--- config.mk ---
export PLATFORM = sky130hd
export DESIGN_NAME = wildcard_glob_matcher
export DESIGN_NICKNAME = d
export VERILOG_FILES = /design/src/hdl/wgm_pkg.sv /design/src/hdl/wgm_config.sv /design/src/hdl/wgm_cell.sv /design/src/hdl/wildcard_glob_matcher.sv
export SDC_FILE = /design/constraint.sdc
export NUM_CORES = 1
export LEC_CHECK = 0
export BUFFER_PORTS_ARGS = -buffer_cell sky130_fd_sc_hd__buf_2
export CAP_MARGIN = 10
export CORE_AREA = 2 2 152 139
export DETAILED_ROUTE_END_ITERATION = 8
export DIE_AREA = 0 0 154 141
export PLACE_DENSITY = 0.68
export SYNTH_ARGS = -nofsm -noshare
export SYNTH_HDL_FRONTEND = slang
export SYNTH_HIERARCHICAL = 1
export SYNTH_SLANG_ARGS = --single-unit
export TNS_END_PERCENT = 5
--- constraint.sdc ---
create_clock -name aclk -period 8.3 [get_ports aclk]
set_input_delay 0 -clock aclk [delete_from_list [all_inputs] [get_ports aclk]]
set_output_delay 0 -clock aclk [all_outputs]
set_load 0.05 [all_outputs]
--- src/hdl/wgm_pkg.sv ---
// ----------------------------------------------------------------------------
// wgm_pkg - shared types and constants of the wildcard glob matcher
// Pattern limits, wildcard codes and the structs passed along the cell chain.
// ----------------------------------------------------------------------------
package wgm_pkg;

    // Pattern limits
    localparam int MAX_PATTERN = 16;
    localparam int HELD_CHARS  = 16;
    localparam int NUM_CELLS   = (MAX_PATTERN < HELD_CHARS) ? MAX_PATTERN : HELD_CHARS;
    localparam int POS_W       = $clog2(NUM_CELLS + 1);
    localparam int LEN_W       = 5;
    localparam int CHAR_W      = 8;
    localparam int WORD_W      = 64;

    // Wildcard codes
    localparam logic [CHAR_W-1:0] STAR_CHAR = 8'h2A;
    localparam logic [CHAR_W-1:0] ANY_CHAR  = 8'h3F;

    // Configuration register indexes
    localparam int CFG_IDX_W = 2;
    localparam logic [CFG_IDX_W-1:0] REG_CHARS_LOW  = 2'd0;
    localparam logic [CFG_IDX_W-1:0] REG_CHARS_HIGH = 2'd1;
    localparam logic [CFG_IDX_W-1:0] REG_LENGTH     = 2'd2;

    // Per-beat control broadcast to every cell
    typedef struct packed {
        logic              use_start;  // current set is the start set
        logic              load;       // accepted beat that is not the last
        logic              step;       // current beat carries a byte
        logic [CHAR_W-1:0] ch;         // text byte
    } wgm_ctrl_t;

    // Signals handed from one cell to the next
    typedef struct packed {
        logic adv;     // previous position consumed the byte
        logic close;   // previous position is a live star in the new set
        logic start;   // previous position is a live star in the start set
    } wgm_link_t;

endpackage

--- src/hdl/wgm_config.sv ---
// ----------------------------------------------------------------------------
// wgm_config - pattern registers of the wildcard glob matcher
// Holds the pattern bytes and length, and hands each cell its byte and enable.
// ----------------------------------------------------------------------------
module wgm_config
    import wgm_pkg::*;
(
    input  logic                 aclk,
    input  logic                 aresetn,
    input  logic                 cfg_valid,
    output logic                 cfg_ready,
    input  logic [CFG_IDX_W-1:0] cfg_index,
    input  logic [WORD_W-1:0]    cfg_data,
    output logic                 cfg_write,
    output logic [CHAR_W-1:0]    cell_char [NUM_CELLS+1],
    output logic [NUM_CELLS:0]   cell_en,
    output logic [POS_W-1:0]     eff_len
);

    logic [WORD_W-1:0]   chars_low_reg;
    logic [WORD_W-1:0]   chars_high_reg;
    logic [LEN_W-1:0]    length_reg;
    logic [2*WORD_W-1:0] chars_all;

    assign cfg_ready = 1'b1;
    assign cfg_write = cfg_valid && cfg_ready;

    // Register writes; unknown indexes are dropped
    always_ff @(posedge aclk) begin
        if (!aresetn) begin
            chars_low_reg  <= '0;
            chars_high_reg <= '0;
            length_reg     <= '0;
        end else if (cfg_write) begin
            unique case (cfg_index)
                REG_CHARS_LOW:  chars_low_reg  <= cfg_data;
                REG_CHARS_HIGH: chars_high_reg <= cfg_data;
                REG_LENGTH:     length_reg     <= cfg_data[LEN_W-1:0];
                default: ;
            endcase
        end
    end

    // Clamp length to the number of cells
    assign eff_len = (length_reg > LEN_W'(NUM_CELLS)) ? POS_W'(NUM_CELLS)
                                                      : POS_W'(length_reg);
    assign chars_all = {chars_high_reg, chars_low_reg};

    // Hand each cell its byte and enable; the end cell has no byte
    always_comb begin
        for (int i = 0; i < NUM_CELLS; i++) begin
            cell_char[i] = chars_all[i*CHAR_W +: CHAR_W];
            cell_en[i]   = POS_W'(i) < eff_len;
        end
        cell_char[NUM_CELLS] = '0;
        cell_en[NUM_CELLS]   = 1'b0;
    end

endmodule

--- src/hdl/wgm_cell.sv ---
// ----------------------------------------------------------------------------
// wgm_cell - one pattern position of the wildcard glob matcher
// Holds the alive bit of its position, consumes the text byte and passes
// advance and star-closure signals to the next position.
// ----------------------------------------------------------------------------
module wgm_cell
    import wgm_pkg::*;
(
    input  logic              aclk,
    input  wgm_ctrl_t         ctrl,
    input  logic [CHAR_W-1:0] pat_char,
    input  logic              en,
    input  wgm_link_t         link_in,
    output wgm_link_t         link_out,
    output logic              alive_next
);

    logic alive_reg;
    logic is_star;
    logic hit;
    logic cur;
    logic raw_new;
    logic stepped;

    assign is_star = (pat_char == STAR_CHAR);
    assign hit     = (pat_char == ANY_CHAR) || (pat_char == ctrl.ch);

    // Current membership: start set right after a restart
    assign cur = ctrl.use_start ? link_in.start : alive_reg;

    // Advance over the byte, then close over the star before us
    assign raw_new = (en && cur && is_star) || link_in.adv;
    assign stepped = raw_new || link_in.close;

    assign alive_next = ctrl.step ? stepped : cur;

    // Hand results to the next position
    assign link_out.adv   = en && cur && !is_star && hit;
    assign link_out.close = en && is_star && stepped;
    assign link_out.start = en && is_star && link_in.start;

    // Hold the alive bit between beats
    always_ff @(posedge aclk) begin
        if (ctrl.load) begin
            alive_reg <= alive_next;
        end
    end

endmodule

--- src/hdl/wildcard_glob_matcher.sv ---
// ----------------------------------------------------------------------------
// wildcard_glob_matcher - whole-text glob match with '*' and '?'
// Streams text bytes through a row of position cells and reports the match.
// ----------------------------------------------------------------------------
// Takes one text byte per clock, with no gaps between texts, while the output
// register is free or drained; a text's result is registered in the cycle
// after its last beat is accepted. The per-beat work is one pass through the
// row of position cells, where each cell compares the byte with its pattern
// character and the star closure ripples from cell to cell. A register write,
// and the last beat of each text, restarts matching from the start set of the
// current pattern. An empty text is one beat with s_tuser and s_tlast high.
module wildcard_glob_matcher
    import wgm_pkg::*;
(
    input  logic                 aclk,
    input  logic                 aresetn,
    // text input
    input  logic                 s_tvalid,
    output logic                 s_tready,
    input  logic [7:0]           s_tdata,   // [7:0] character
    input  logic                 s_tlast,   // is_last
    input  logic                 s_tuser,   // no_char
    // match result
    output logic                 m_tvalid,
    input  logic                 m_tready,
    output logic [7:0]           m_tdata,   // [0] matched, [7:1] zero
    // configuration writes
    input  logic                 cfg_valid,
    output logic                 cfg_ready,
    input  logic [CFG_IDX_W-1:0] cfg_index,
    input  logic [WORD_W-1:0]    cfg_data
);

    logic                 cfg_write;
    logic [CHAR_W-1:0]    cell_char [NUM_CELLS+1];
    logic [NUM_CELLS:0]   cell_en;
    logic [POS_W-1:0]     eff_len;
    wgm_link_t            links [NUM_CELLS+2];
    logic [NUM_CELLS:0]   alive_next;
    wgm_ctrl_t            ctrl;
    logic                 in_acc;
    logic                 restart_reg;
    logic                 m_valid_reg;
    logic                 m_matched_reg;

    wgm_config u_config (
        .aclk      (aclk),
        .aresetn   (aresetn),
        .cfg_valid (cfg_valid),
        .cfg_ready (cfg_ready),
        .cfg_index (cfg_index),
        .cfg_data  (cfg_data),
        .cfg_write (cfg_write),
        .cell_char (cell_char),
        .cell_en   (cell_en),
        .eff_len   (eff_len)
    );

    // Accept while the output register is free or being drained
    assign s_tready = !m_valid_reg || m_tready;
    assign in_acc   = s_tvalid && s_tready;

    assign ctrl.use_start = restart_reg;
    assign ctrl.load      = in_acc && !s_tlast;
    assign ctrl.step      = !s_tuser;
    assign ctrl.ch        = s_tdata;

    // Position zero is the seed of the start set
    assign links[0].adv   = 1'b0;
    assign links[0].close = 1'b0;
    assign links[0].start = 1'b1;

    // Row of position cells, the last one standing for the pattern end
    for (genvar g = 0; g <= NUM_CELLS; g++) begin : g_cell
        wgm_cell u_cell (
            .aclk       (aclk),
            .ctrl       (ctrl),
            .pat_char   (cell_char[g]),
            .en         (cell_en[g]),
            .link_in    (links[g]),
            .link_out   (links[g+1]),
            .alive_next (alive_next[g])
        );
    end

    // Restart after reset, a register write or the end of a text
    always_ff @(posedge aclk) begin
        if (!aresetn) begin
            restart_reg <= 1'b1;
        end else if (cfg_write || (in_acc && s_tlast)) begin
            restart_reg <= 1'b1;
        end else if (in_acc) begin
            restart_reg <= 1'b0;
        end
    end

    // Output register: capture the pattern-end bit on the last beat
    always_ff @(posedge aclk) begin
        if (!aresetn) begin
            m_valid_reg <= 1'b0;
        end else if (in_acc && s_tlast) begin
            m_valid_reg <= 1'b1;
        end else if (m_tready) begin
            m_valid_reg <= 1'b0;
        end
    end

    always_ff @(posedge aclk) begin
        if (in_acc && s_tlast) begin
            m_matched_reg <= alive_next[eff_len];
        end
    end

    assign m_tvalid = m_valid_reg;
    assign m_tdata  = {7'd0, m_matched_reg};

    // A last beat always leaves a result pending
    assert property (@(posedge aclk) disable iff (!aresetn)
        (in_acc && s_tlast) |=> m_valid_reg)
        else $error("last beat did not produce a result");

    // Other beats never create a result
    assert property (@(posedge aclk) disable iff (!aresetn)
        (!m_valid_reg && !(in_acc && s_tlast)) |=> !m_valid_reg)
        else $error("result raised without a last beat");

    // Matching restarts after a text ends or the pattern changes
    assert property (@(posedge aclk) disable iff (!aresetn)
        ((in_acc && s_tlast) || cfg_write) |=> restart_reg)
        else $error("start set not restored");

    // A pending result that is not taken holds its value
    assert property (@(posedge aclk) disable iff (!aresetn)
        (m_valid_reg && !m_tready) |=> (m_valid_reg && $stable(m_matched_reg)))
        else $error("pending result lost or changed");

endmodule

==> summary.md <==
• **FP Rows** 50
• **run status** finished, final reports clean
• **overall die area** 0.02171 mm²
• **commonest cells after routing, fill and taps aside** nand2_1, mux2i_1, dfxtp_1, xor2_1, buf_2
• **Max Clock Freq** 162.2 MHz
• **I/O pin total** 92
• **number of diodes** 0
• **routed wire length** 24,580 µm
• **data arrival time of the critical path** 6.35 ns
• **final count of pins violating max slew** 0
• **average instance area after synthesis** 9.091 µm²
• **DP Worst Slack** 2.261 ns
• **cell leakage power** 5.065 nW
• **critical path startpoint category** flop
• **via count of the first global-routing pass** 7,635
• **count of mapped cells out of synthesis** 1,076
• **CTS Hold Bufs** 69
• **1st-iter DRT viols** 476
• **CTS tree** built
• **Fin Setup TNS** 0 ns
• **time the final worst path needs with I/O delays and setup** 6.166 ns
• **total of cells resized after clock tree synthesis** 0
• **Port-buffer cells** 83
• **global-route wire length before repair** 39,830 µm
• **Starting Density** 48.11%
• **root buffer cell** clkbuf_16
• **sum of net half-perimeters after detailed placement** 17,020 µm
• **fraction of layout instances using a drive strength above 1** 15.92%
• **Worst Tran Pin Value** 1.027 ns
• **setup violators final** 0
• **minimum hold slack** 0.02508 ns
• **crit-path most repeated cell** nor2_1
• **Worst path top cell family by delay** simple AND/OR/NAND/NOR gates
• **classification of the worst setup path** flop to flop
• **Slowest Stage Delay on Critical Path** 0.61 ns
• **post-CTS setup buffer count** 0
• **setup repair after global routing missed its margin** no
• **final clock skew** 0.01154 ns
• **max-cap check violation count** 0
• **area growth from synthesis to layout** 18.36%
• **most common cell after layout, fill and taps aside** nand2_1
• **routed length per instance** 16.49 µm
• **total track usage** 23.03%
• **top fanout value on the critical path** 20
• **total congestion overflow after global routing** 0
• **count of buffering cells on the critical path with inverters included** 0
• **post-route clock period utilization** 74.29%
• **class of the tightest hold or removal check** primary input to flop
• **number of warnings reported in the yosys synthesis log** 6
• **synthesized area** 0.009782 mm²
• **1st-pass router iterations** 5
• **clock network latency to the later pin of the worst-skew pair** 0.44 ns
• **residual DRC count** 0
• **power density normalized to cell area** 156.9 mW/mm²
• **count of clock tree sinks** 153
• **Max-Slew Margin vs Limit** 31.52%
• **DR vias/cell** 5.345
• **buffer depth of the longest clock path** 2
• **Die Y-Extent** 141 µm
• **Worst IR Drop VDD** 0.08448 mV
• **cell type of the slowest stage on the worst timing path** or4_4
• **die width** 154 µm
• **number of antenna-violating nets in the routed design** 0
• **largest net degree at the start of global routing** 103
• **filler-free cell count of the finished design** 1,491
• **post-route cell area** 0.01158 mm²
• **final hold vios** 0
• **kind of end point of the critical path** flop
• **required time of the critical path** 8.48 ns
• **net total in the final layout** 1,299
• **H-tree depth** 4
• **number of antenna violations at the first check in global routing** 0
• **RD Place Congestion** 0.8873
• **vias after detailed routing** 7,969
• **Inst Count DP** 1,390
• **area inside the core boundary** 0.02033 mm²
• **clock transition at the registers of the reported paths** 0.07 ns
• **final setup margin** 2.134 ns
• **total cell area at the placement stage** 0.01033 mm²
• **number of buffers added by the clock tree synthesis step** 17
[path summary, 6_finish.rpt]
kind | start | endpoint | slack [ns] | depth (start not counted)
worst min-delay path | s_tlast | m_matched_reg | 0.03 | 2
worst min register to register | u_config/chars_low_reg[11] | u_config/chars_low_reg[11] | 0.48 | 2
worst max-delay path | u_config/length_reg[4] | m_matched_reg | 2.13 | 41
worst max register to register | u_config/length_reg[4] | m_matched_reg | 2.13 | 41
[metal layers]
| metal | routed length, µm | part of all wire [%] | track usage, % | up-vias |
|---|---|---|---|---|
| met5 | 0 | 0 | 0 | - |
| met4 | 446 | 1.8 | 6.640 | 0 |
| met3 | 1017 | 4.1 | 3.873 | 29 |
| met2 | 11420 | 46 | 38.02 | 173 |
| met1 | 11700 | 48 | 31.15 | 3795 |
| li1 | - | - | - | 3972 |
[metrics by stage]
step	power, mW	utilization [%]
after floorplan	0.9925	-
after CTS	1.826	56.94
after global routing	1.883	56.94
final	1.816	56.94
after detailed placement	1.061	50.81
after global placement	1.057	50.81
[power by group]
group	total (mW)	internal (mW)	switching (mW)
Sequential	0.804	0.775	0.0285
Combinational	0.267	0.111	0.157
Clock	0.745	0.429	0.316
[worst register-to-register path, delay by kind of cell, from the launching register on]
| kind | cells | cell delay (ns) |
|---|---|---|
| simple gates | 24 | 3.37 |
| compound gates | 15 | 1.42 |
| mux | 2 | 0.67 |
| flops | 1 | 0.47 |
[layout make-up]
type	instances	area, µm²
Clock buffer	22	464.2
Inverter	19	71.32
Clock inverter	10	92.59
Timing Repair Buffer	167	1225
Sequential cell	153	3243
Fill cell	1791	8755
Tap cell	260	325.3
Multi-Input combinational cell	860	6156
No activity file was read; power rests on OpenSTA's default activity.
